## src/rtl/core/lkv_pkg.sv

```systemverilog
// ----------------------------------------------------------------------------
// lkv_pkg
// shared types and constants of the lru key/value cache
// ----------------------------------------------------------------------------
`default_nettype none

package lkv_pkg;

  localparam int unsigned KEY_WIDTH = 32;
  localparam int unsigned CFG_WIDTH = 5;
  localparam logic [CFG_WIDTH-1:0] CAPACITY_RESET = 5'd16;

  typedef enum logic {
    MODE_GET = 1'b0,
    MODE_PUT = 1'b1
  } lkv_mode_e;

  // update command from the control path to the entry store
  typedef struct packed {
    logic touch;      // make the selected entry most recent
    logic load_key;   // write key into the selected entry
    logic load_data;  // write data into the selected entry
    logic alloc;      // mark the selected entry valid, bump occupancy
  } lkv_cmd_t;

endpackage

`default_nettype wire

```

## src/rtl/core/lkv_req_if.sv

```systemverilog
// ----------------------------------------------------------------------------
// lkv_req_if
// request channel: get or put with key and data
// ----------------------------------------------------------------------------
`default_nettype none

interface lkv_req_if #(
  parameter int unsigned DATA_WIDTH = 32
);
  import lkv_pkg::*;

  logic                          valid;
  logic                          ready;
  logic                          mode;
  logic signed [KEY_WIDTH-1:0]   key;
  logic signed [DATA_WIDTH-1:0]  data_in;

  modport source (output valid, output mode, output key, output data_in, input ready);
  modport sink   (input valid, input mode, input key, input data_in, output ready);
endinterface

`default_nettype wire

```

## src/rtl/core/lkv_rsp_if.sv

```systemverilog
// ----------------------------------------------------------------------------
// lkv_rsp_if
// response channel: hit flag and looked-up data
// ----------------------------------------------------------------------------
`default_nettype none

interface lkv_rsp_if #(
  parameter int unsigned DATA_WIDTH = 32
);
  logic                          valid;
  logic                          ready;
  logic                          hit;
  logic signed [DATA_WIDTH-1:0]  data_out;

  modport source (output valid, output hit, output data_out, input ready);
  modport sink   (input valid, input hit, input data_out, output ready);
endinterface

`default_nettype wire

```

## src/rtl/core/lkv_lookup.sv

```systemverilog
// ----------------------------------------------------------------------------
// lkv_lookup
// parallel key match, victim and free slot selection
// ----------------------------------------------------------------------------
`default_nettype none

module lkv_lookup #(
  parameter int unsigned ENTRIES    = 16,
  parameter int unsigned DATA_WIDTH = 32,
  parameter int unsigned AGE_W      = 4,
  parameter int unsigned CNT_W      = 5
) (
  input  logic [ENTRIES-1:0]                valid_i,
  input  logic [lkv_pkg::KEY_WIDTH-1:0]     key_i   [ENTRIES],
  input  logic [DATA_WIDTH-1:0]             data_i  [ENTRIES],
  input  logic [AGE_W-1:0]                  age_i   [ENTRIES],
  input  logic [CNT_W-1:0]                  occ_i,
  input  logic [lkv_pkg::KEY_WIDTH-1:0]     req_key_i,
  output logic [ENTRIES-1:0]                match_o,
  output logic [ENTRIES-1:0]                victim_o,
  output logic [ENTRIES-1:0]                free_o,
  output logic                              hit_o,
  output logic [AGE_W-1:0]                  hit_age_o,
  output logic [DATA_WIDTH-1:0]             hit_data_o
);
  import lkv_pkg::*;

  logic [AGE_W-1:0] oldest_rank;

  // ranks form a permutation of 0..occ-1, so the oldest entry holds occ-1
  assign oldest_rank = AGE_W'(occ_i - CNT_W'(1));

  always_comb begin
    hit_age_o  = '0;
    hit_data_o = '0;
    for (int i = 0; i < ENTRIES; i++) begin
      match_o[i]  = valid_i[i] && (key_i[i] == req_key_i);
      victim_o[i] = valid_i[i] && (age_i[i] == oldest_rank);
      hit_age_o   = hit_age_o  | (age_i[i]  & {AGE_W{match_o[i]}});
      hit_data_o  = hit_data_o | (data_i[i] & {DATA_WIDTH{match_o[i]}});
    end
  end

  assign hit_o = |match_o;

  // lowest invalid slot
  assign free_o = ~valid_i & (valid_i + ENTRIES'(1));

endmodule

`default_nettype wire

```

## src/rtl/core/lkv_store.sv

```systemverilog
// ----------------------------------------------------------------------------
// lkv_store
// entry registers: valid, key, data, age rank and occupancy
// ----------------------------------------------------------------------------
`default_nettype none

module lkv_store #(
  parameter int unsigned ENTRIES    = 16,
  parameter int unsigned DATA_WIDTH = 32,
  parameter int unsigned AGE_W      = 4,
  parameter int unsigned CNT_W      = 5
) (
  input  logic                              clk_i,
  input  logic                              rst_ni,
  input  lkv_pkg::lkv_cmd_t                 cmd_i,
  input  logic [ENTRIES-1:0]                sel_i,
  input  logic [CNT_W-1:0]                  rank_i,
  input  logic [lkv_pkg::KEY_WIDTH-1:0]     key_i,
  input  logic [DATA_WIDTH-1:0]             data_i,
  output logic [ENTRIES-1:0]                valid_o,
  output logic [lkv_pkg::KEY_WIDTH-1:0]     key_o   [ENTRIES],
  output logic [DATA_WIDTH-1:0]             data_o  [ENTRIES],
  output logic [AGE_W-1:0]                  age_o   [ENTRIES],
  output logic [CNT_W-1:0]                  occ_o
);
  import lkv_pkg::*;

  logic [ENTRIES-1:0]    valid_q;
  logic [KEY_WIDTH-1:0]  key_q  [ENTRIES];
  logic [DATA_WIDTH-1:0] data_q [ENTRIES];
  logic [AGE_W-1:0]      age_q  [ENTRIES];
  logic [CNT_W-1:0]      occ_q;

  always_ff @(posedge clk_i or negedge rst_ni) begin
    if (!rst_ni) begin
      valid_q <= '0;
      occ_q   <= '0;
      for (int i = 0; i < ENTRIES; i++) begin
        age_q[i] <= '0;
      end
    end else if (cmd_i.touch) begin
      for (int i = 0; i < ENTRIES; i++) begin
        if (sel_i[i]) begin
          age_q[i] <= '0;
          if (cmd_i.alloc) begin
            valid_q[i] <= 1'b1;
          end
        end else if (valid_q[i] && (CNT_W'(age_q[i]) < rank_i)) begin
          age_q[i] <= age_q[i] + AGE_W'(1);
        end
      end
      if (cmd_i.alloc) begin
        occ_q <= occ_q + CNT_W'(1);
      end
    end
  end

  // payload, no reset
  always_ff @(posedge clk_i) begin
    for (int i = 0; i < ENTRIES; i++) begin
      if (cmd_i.touch && sel_i[i]) begin
        if (cmd_i.load_key) begin
          key_q[i] <= key_i;
        end
        if (cmd_i.load_data) begin
          data_q[i] <= data_i;
        end
      end
    end
  end

  assign valid_o = valid_q;
  assign key_o   = key_q;
  assign data_o  = data_q;
  assign age_o   = age_q;
  assign occ_o   = occ_q;

endmodule

`default_nettype wire

```

## src/rtl/core/lru_key_value_cache.sv

```systemverilog
// ----------------------------------------------------------------------------
// lru_key_value_cache
// fully associative key/value cache with least-recently-used replacement
// ----------------------------------------------------------------------------
// usage:
//   req_i  : valid/ready request channel; mode get looks up key, mode put
//            writes key/data_in (insert, update, or evict the oldest entry)
//   rsp_o  : valid/ready response channel; one response per get, none per
//            put; hit=1 with stored data, or hit=0 with data_out all ones
//   cfg_we_i/cfg_wdata_i : capacity write, only while the cache is idle;
//            0 acts as 1, values above ENTRIES act as ENTRIES
//   timing : a request is registered on acceptance, then matched against
//            all entries and applied to the age ranks when it is processed;
//            a get result then goes into the response register, and a
//            stall can hold it in the request register first
//   throughput : one request per cycle unless a get waits on a held
//            response; all ENTRIES keys and ranks handled in parallel
//   reset  : all entries invalid, occupancy zero, capacity 16
//   stall  : while a get response waits, the next request is still taken
//            into the request register; a following get holds there until
//            the response register frees, puts pass through regardless
// ----------------------------------------------------------------------------
`default_nettype none

module lru_key_value_cache #(
  parameter int unsigned ENTRIES    = 16,
  parameter int unsigned DATA_WIDTH = 32
) (
  input  logic                           clk_i,
  input  logic                           rst_ni,
  input  logic                           cfg_we_i,
  input  logic [lkv_pkg::CFG_WIDTH-1:0]  cfg_wdata_i,
  lkv_req_if.sink                        req_i,
  lkv_rsp_if.source                      rsp_o
);
  import lkv_pkg::*;

  localparam int unsigned AGE_W = (ENTRIES > 1) ? $clog2(ENTRIES) : 1;
  localparam int unsigned CNT_W = $clog2(ENTRIES + 1);
  localparam int unsigned CMP_W = (CNT_W > CFG_WIDTH) ? CNT_W : CFG_WIDTH;

  // capacity register
  logic [CFG_WIDTH-1:0] cap_q;
  logic [CMP_W-1:0]     cap_ext;
  logic [CMP_W-1:0]     cap_eff;

  always_ff @(posedge clk_i or negedge rst_ni) begin
    if (!rst_ni) begin
      cap_q <= CAPACITY_RESET;
    end else if (cfg_we_i) begin
      cap_q <= cfg_wdata_i;
    end
  end

  assign cap_ext = CMP_W'(cap_q);

  always_comb begin
    if (cap_ext == '0) begin
      cap_eff = CMP_W'(1);
    end else if (cap_ext > CMP_W'(ENTRIES)) begin
      cap_eff = CMP_W'(ENTRIES);
    end else begin
      cap_eff = cap_ext;
    end
  end

  // request register
  logic                  req_valid_q;
  logic                  req_mode_q;
  logic [KEY_WIDTH-1:0]  req_key_q;
  logic [DATA_WIDTH-1:0] req_data_q;
  logic                  req_take;
  logic                  proc_fire;
  logic                  is_put;

  // response register
  logic                  rsp_valid_q;
  logic                  rsp_hit_q;
  logic [DATA_WIDTH-1:0] rsp_data_q;

  assign is_put    = (req_mode_q == MODE_PUT);
  // a put never needs the response register
  assign proc_fire = req_valid_q && (is_put || !rsp_valid_q || rsp_o.ready);
  assign req_take  = req_i.valid && req_i.ready;
  assign req_i.ready = !req_valid_q || proc_fire;

  always_ff @(posedge clk_i or negedge rst_ni) begin
    if (!rst_ni) begin
      req_valid_q <= 1'b0;
    end else if (req_i.ready) begin
      req_valid_q <= req_i.valid;
    end
  end

  always_ff @(posedge clk_i) begin
    if (req_take) begin
      req_mode_q <= req_i.mode;
      req_key_q  <= req_i.key;
      req_data_q <= req_i.data_in;
    end
  end

  // entry store and lookup
  logic [ENTRIES-1:0]    entry_valid;
  logic [KEY_WIDTH-1:0]  entry_key  [ENTRIES];
  logic [DATA_WIDTH-1:0] entry_data [ENTRIES];
  logic [AGE_W-1:0]      entry_age  [ENTRIES];
  logic [CNT_W-1:0]      occ;

  logic [ENTRIES-1:0]    match;
  logic [ENTRIES-1:0]    victim;
  logic [ENTRIES-1:0]    free_slot;
  logic                  hit;
  logic [AGE_W-1:0]      hit_age;
  logic [DATA_WIDTH-1:0] hit_data;
  logic                  full;

  lkv_cmd_t              cmd;
  logic [ENTRIES-1:0]    sel;
  logic [CNT_W-1:0]      rank;

  lkv_lookup #(
    .ENTRIES    (ENTRIES),
    .DATA_WIDTH (DATA_WIDTH),
    .AGE_W      (AGE_W),
    .CNT_W      (CNT_W)
  ) u_lookup (
    .valid_i    (entry_valid),
    .key_i      (entry_key),
    .data_i     (entry_data),
    .age_i      (entry_age),
    .occ_i      (occ),
    .req_key_i  (req_key_q),
    .match_o    (match),
    .victim_o   (victim),
    .free_o     (free_slot),
    .hit_o      (hit),
    .hit_age_o  (hit_age),
    .hit_data_o (hit_data)
  );

  assign full = (CMP_W'(occ) >= cap_eff);

  // decide the store update for the request being processed
  always_comb begin
    cmd  = '0;
    sel  = match;
    rank = CNT_W'(hit_age);
    if (proc_fire) begin
      if (hit) begin
        // get or put hit: refresh recency, put also rewrites data
        cmd.touch     = 1'b1;
        cmd.load_data = is_put;
      end else if (is_put) begin
        cmd.load_key  = 1'b1;
        cmd.load_data = 1'b1;
        if (full) begin
          // replace the oldest entry in place
          sel       = victim;
          rank      = occ - CNT_W'(1);
          cmd.touch = |victim;
        end else begin
          // fill the lowest free slot
          sel       = free_slot;
          rank      = occ;
          cmd.touch = 1'b1;
          cmd.alloc = 1'b1;
        end
      end
    end
  end

  lkv_store #(
    .ENTRIES    (ENTRIES),
    .DATA_WIDTH (DATA_WIDTH),
    .AGE_W      (AGE_W),
    .CNT_W      (CNT_W)
  ) u_store (
    .clk_i   (clk_i),
    .rst_ni  (rst_ni),
    .cmd_i   (cmd),
    .sel_i   (sel),
    .rank_i  (rank),
    .key_i   (req_key_q),
    .data_i  (req_data_q),
    .valid_o (entry_valid),
    .key_o   (entry_key),
    .data_o  (entry_data),
    .age_o   (entry_age),
    .occ_o   (occ)
  );

  // response register
  always_ff @(posedge clk_i or negedge rst_ni) begin
    if (!rst_ni) begin
      rsp_valid_q <= 1'b0;
    end else if (proc_fire && !is_put) begin
      rsp_valid_q <= 1'b1;
    end else if (rsp_o.ready) begin
      rsp_valid_q <= 1'b0;
    end
  end

  always_ff @(posedge clk_i) begin
    if (proc_fire && !is_put) begin
      rsp_hit_q  <= hit;
      rsp_data_q <= hit ? hit_data : '1;
    end
  end

  assign rsp_o.valid    = rsp_valid_q;
  assign rsp_o.hit      = rsp_hit_q;
  assign rsp_o.data_out = rsp_data_q;

`ifndef SYNTH
  // occupancy counter tracks the number of valid entries
  a_occ_matches_valid: assert property (@(posedge clk_i) disable iff (!rst_ni)
    $countones(entry_valid) == 32'(occ))
    else $error("occupancy count differs from valid entries");

  // a key lives in at most one entry
  a_match_onehot: assert property (@(posedge clk_i) disable iff (!rst_ni)
    $onehot0(match))
    else $error("key matches several entries");

  // an insert below capacity always finds a free slot
  a_free_on_insert: assert property (@(posedge clk_i) disable iff (!rst_ni)
    (proc_fire && is_put && !hit && !full) |-> $onehot(free_slot))
    else $error("no free slot for insert below capacity");

  // a processed get always leaves a response
  a_get_responds: assert property (@(posedge clk_i) disable iff (!rst_ni)
    (proc_fire && !is_put) |=> rsp_valid_q)
    else $error("get produced no response");
`endif

endmodule

`default_nettype wire
```

## src/flat_wrapper.sv

```systemverilog
// flat-port wrapper written by rule: the top's interface ports become plain ports
module lru_key_value_cache_flat import lkv_pkg::*;
#(
  parameter int unsigned ENTRIES    = 16,
  parameter int unsigned DATA_WIDTH = 32
)
  (clk_i, rst_ni, cfg_we_i, cfg_wdata_i, req_i_valid, req_i_mode, req_i_key, req_i_data_in, req_i_ready, rsp_o_valid, rsp_o_hit, rsp_o_data_out, rsp_o_ready);
  lkv_req_if #(.DATA_WIDTH(DATA_WIDTH)) req_i_i ();
  lkv_rsp_if #(.DATA_WIDTH(DATA_WIDTH)) rsp_o_i ();
  input  logic clk_i;
  input  logic rst_ni;
  input  logic cfg_we_i;
  input  logic [lkv_pkg::CFG_WIDTH-1:0] cfg_wdata_i;
  input wire logic [$bits(req_i_i.valid)-1:0] req_i_valid;
  input wire logic [$bits(req_i_i.mode)-1:0] req_i_mode;
  input wire logic [$bits(req_i_i.key)-1:0] req_i_key;
  input wire logic [$bits(req_i_i.data_in)-1:0] req_i_data_in;
  output wire logic [$bits(req_i_i.ready)-1:0] req_i_ready;
  output wire logic [$bits(rsp_o_i.valid)-1:0] rsp_o_valid;
  output wire logic [$bits(rsp_o_i.hit)-1:0] rsp_o_hit;
  output wire logic [$bits(rsp_o_i.data_out)-1:0] rsp_o_data_out;
  input wire logic [$bits(rsp_o_i.ready)-1:0] rsp_o_ready;
  assign req_i_i.valid = req_i_valid;
  assign req_i_i.mode = req_i_mode;
  assign req_i_i.key = req_i_key;
  assign req_i_i.data_in = req_i_data_in;
  assign req_i_ready = req_i_i.ready;
  assign rsp_o_valid = rsp_o_i.valid;
  assign rsp_o_hit = rsp_o_i.hit;
  assign rsp_o_data_out = rsp_o_i.data_out;
  assign rsp_o_i.ready = rsp_o_ready;
  lru_key_value_cache #(.ENTRIES(ENTRIES), .DATA_WIDTH(DATA_WIDTH)) u_core (.clk_i(clk_i), .rst_ni(rst_ni), .cfg_we_i(cfg_we_i), .cfg_wdata_i(cfg_wdata_i), .req_i(req_i_i), .rsp_o(rsp_o_i));
endmodule
```

## config.mk

```make
export PLATFORM = sky130hd
export DESIGN_NAME = lru_key_value_cache_flat
export DESIGN_NICKNAME = d
export VERILOG_FILES = /design/src/rtl/core/lkv_pkg.sv /design/src/rtl/core/lkv_req_if.sv /design/src/rtl/core/lkv_rsp_if.sv /design/src/rtl/core/lkv_lookup.sv /design/src/rtl/core/lkv_store.sv /design/src/rtl/core/lru_key_value_cache.sv /design/src/flat_wrapper.sv
export SDC_FILE = /design/constraint.sdc
export NUM_CORES = 2
export LEC_CHECK = 0
export BUFFER_PORTS_ARGS = -buffer_cell sky130_fd_sc_hd__buf_2
export CORE_MARGIN = 2
export CORE_UTILIZATION = 25
export CTS_CLUSTER_SIZE = 28
export DETAILED_ROUTE_END_ITERATION = 10
export HOLD_SLACK_MARGIN = 0.1
export PLACE_DENSITY = 0.43
export SYNTH_ARGS = -nofsm -noshare
export SYNTH_HDL_FRONTEND = slang
export SYNTH_SLANG_ARGS = --single-unit
```

## constraint.sdc

```tcl
create_clock -name clk_i -period 12.7 [get_ports clk_i]
set_input_delay 2.54 -clock clk_i [delete_from_list [all_inputs] [get_ports clk_i]]
set_output_delay 2.54 -clock clk_i [all_outputs]
set_load 0.01 [all_outputs]
```

==> results.ini <==
[synthesis]
ys_ff_latch = 1214
synth_cells = 3528
async_flop_share_pct = 7.58
netlist_area_mm2 = 0.0532
yosysSeqAreaShare_pct = 67.7
yosysTopAreaCell = edfxtp_1
synth.net_count = 3658
synth_edf_count = 1122
syn_area_per_cell_um2 = 15.1
yosysWarningCount = 0
synth_area_leaders = edfxtp_1, xor2_1, dfrtp_1
synth_top_area_share_pct = 63.4
yosysUniqueCellTypes = 76
ys.flop_type = edfxtp_1

[sta]
maxSlewHeadroom_pct = 21.6
setup_tns_ns = 0
slew_viol_final = 0
rsz0062_at_grt = false
worst_slack_ns = 5.56
skew_ns = 0.0502
fmax_mhz = 140
finalCriticalPeriod_ns = 7.14
worstMarginPinSlew_ns = 1.18
finalCritPeriodShare_pct = 56.2
hold_viol = 0
setup_violations = 0

[worst_setup_path]
critPathRequiredTime_ns = 13.11
crit_family = buffers and inverters
crit_top_cell = buf_4
slowest_delay_ns = 0.81
timing.critical_path.cells = buf_4, buf_4, xor2_1, nor4_1, nand4_1, nor3_4, buf_4, nor4_1, and4_1, inv_4, buf_4, a211oi_4, buf_4, o221ai_1, nor2_4, buf_4
critPathKind = reg -> reg
cp_num_buf_inv = 7
cp_max_fo = 42
cp_slowest_cell = nor4_1
worstSetupEndpointType = flip-flop
start_kind = flip-flop
arrival_ns = 7.56

[floorplanning]
num_rows = 169
die_area_mm2 = 0.216
core_area_mm2 = 0.212
die_h_um = 465
io_pins = 110
die_w_um = 465
initial_utilization_pct = 25.1

[cts]
hold_buffers = 0
post-cts-setup-buffers = 0
ctsRootBufferMaster = clkbuf_16
htreeDepth = 4
clk_latency_ns = 0.82
cts_buffers = 143
cts_tree = built
clk_path_buf_depth = 3
cts-resized-gates = 0
cts_sinks = 1214
clkSlewWorstSetupHoldPaths_ns = 0.05

[global_routing]
antenna_found_initial = 7
grt_first_pass_wirelength_um = 251000
grt_pass1_vias = 32707
gr-total-overflow = 0
grt_max_degree = 68
grt_usage_pct = 16.1

[layout]
drive_gt1_share_pct = 14.1
fin_util_pct = 29.4
fin_nets = 3861
final_common_cell = edfxtp_1
area_delta_synth_final_pct = 17.0
layout_common_cells = edfxtp_1, xor2_1, nor4_1

[drt]
drt_iter0_markers = 2913
drt_wl_total_um = 177000
firstDrtPassIters = 7
wl_per_cell_um = 26.5
vias_per_cell = 4.88
antenna_left = 0
vias = 32558
drc = 0

[run_status]
status = complete, no violations

[place]
gp_congestion = 0.816
placement.setup.worst_slack_ns = 5.67
hpwl_um = 103000
io_buffers = 109

[power]
peakVddDrop_mv = 0.118
power_density_mw_per_mm2 = 170
totalPowerFinal_mw = 10.6
p_leak_nw = 20.0

[worst_hold_path]
holdCritPathClass = reg -> reg

[flow_run]
maxCapViolCount = 0

-- path summary, 6_finish.rpt --
kind | slack [ns] | cells past startpoint | to | from
setup / recovery | 5.56 | 16 | u_core.u_store.data_o[55] | u_core.req_key_q[31]
hold / removal | 0.53 | 1 | u_core.cap_ext[0] | u_core.cap_ext[0]
setup reg to reg | 5.56 | 16 | u_core.u_store.data_o[55] | u_core.req_key_q[31]
hold reg to reg | 0.53 | 1 | u_core.cap_ext[0] | u_core.cap_ext[0]
max in group asynchronous | 9.68 | 2 | u_core.u_store.valid_o[4] | rst_ni
min in group asynchronous | 1.81 | 1 | u_core.req_valid_q | rst_ni
-- through the flow --
stage	hold slack [ns]	std cells	cell area (um^2)
after global routing	0.560	6662	62200
after floorplan	0.481	3528	53200
after detailed placement	0.518	6407	57500
final	0.531	6666	62200
after CTS	0.537	6660	62200
after global placement	0.528	6407	57500
-- layout make-up --
class                   count  area, um^2
fillers                 21097      149000
flip-flops and latches   1214       36000
multi-input cells        2081       16300
clock buffers             180        3750
well taps                2821        3530
repair buffers            233        1480
clock inverters            73         933
inverters                  58         220
diodes                      6        15.0
-- power breakdown --
part	leakage (nW)	internal (mW)	switching, mW	total, mW
sequential	11.2	4.60	0.211	4.81
combinational	6.51	0.548	1.15	1.69
clock	2.26	2.37	1.73	4.10
-- cell families after synthesis --
kind of cell	synth area share, %
AOI/OAI and AO/OA	8.68
xor gates and xnor gates	9.53
adders and majority gates	1.29
buffers and inverters	2.45
DFF	67.7
muxes	1.31
and+or+nand+nor	9.03
-- per-layer routing --
layer / track usage (%) / wire length, um / vias to the layer above
met5: 0 / 41 / -
li1: - / - / 14365
met2: 25.8 / 81700 / 974
met3: 2.25 / 8150 / 234
met1: 22.5 / 82100 / 16979
met4: 4.83 / 4690 / 6
-- cell usage after synthesis (7+ instances only) --
cell type and n:
o2111ai_1 19, nor3_1 58, and4_1 22, o21ai_0 59, inv_1 56, nor4_1 162
xor2_1 431, o31ai_1 20, ha_1 55, a21o_1 26, a221oi_1 95, nand3_1 70
a22oi_1 82, o21bai_1 32, a211oi_2 10, mux2i_1 64, buf_4 37, a211oi_1 31
dfrtp_1 91, o2111ai_2 10, or4_1 18, or3_1 26, buf_1 9, buf_2 23
nor4b_1 14, nor3_2 9, nand4_1 121, nor2_1 80, a311oi_1 17, clkbuf_1 72
o311ai_1 7, nand2b_1 45, buf_6 34, o311ai_0 9, a2111oi_2 12, and3_1 40
a22o_1 95, nand4b_1 12, o32ai_1 16, edfxtp_1 1122, nand2_1 107, xnor2_1 144
-- flip-flops by register name, summed over array words and instances (netlist names), 5 cells and up --
register / cells
u_core.u_store.valid_o: 16
u_core.u_store.data_o: 512
u_core.cap_ext: 5
u_core.u_store.age_o: 64
u_core.u_store.key_o: 512
u_core.req_key_q: 32
u_core.req_data_q: 32
u_core.rsp_o.data_out: 32
u_core.u_store.occ_o: 5
(Power assumes the default switching activity.)
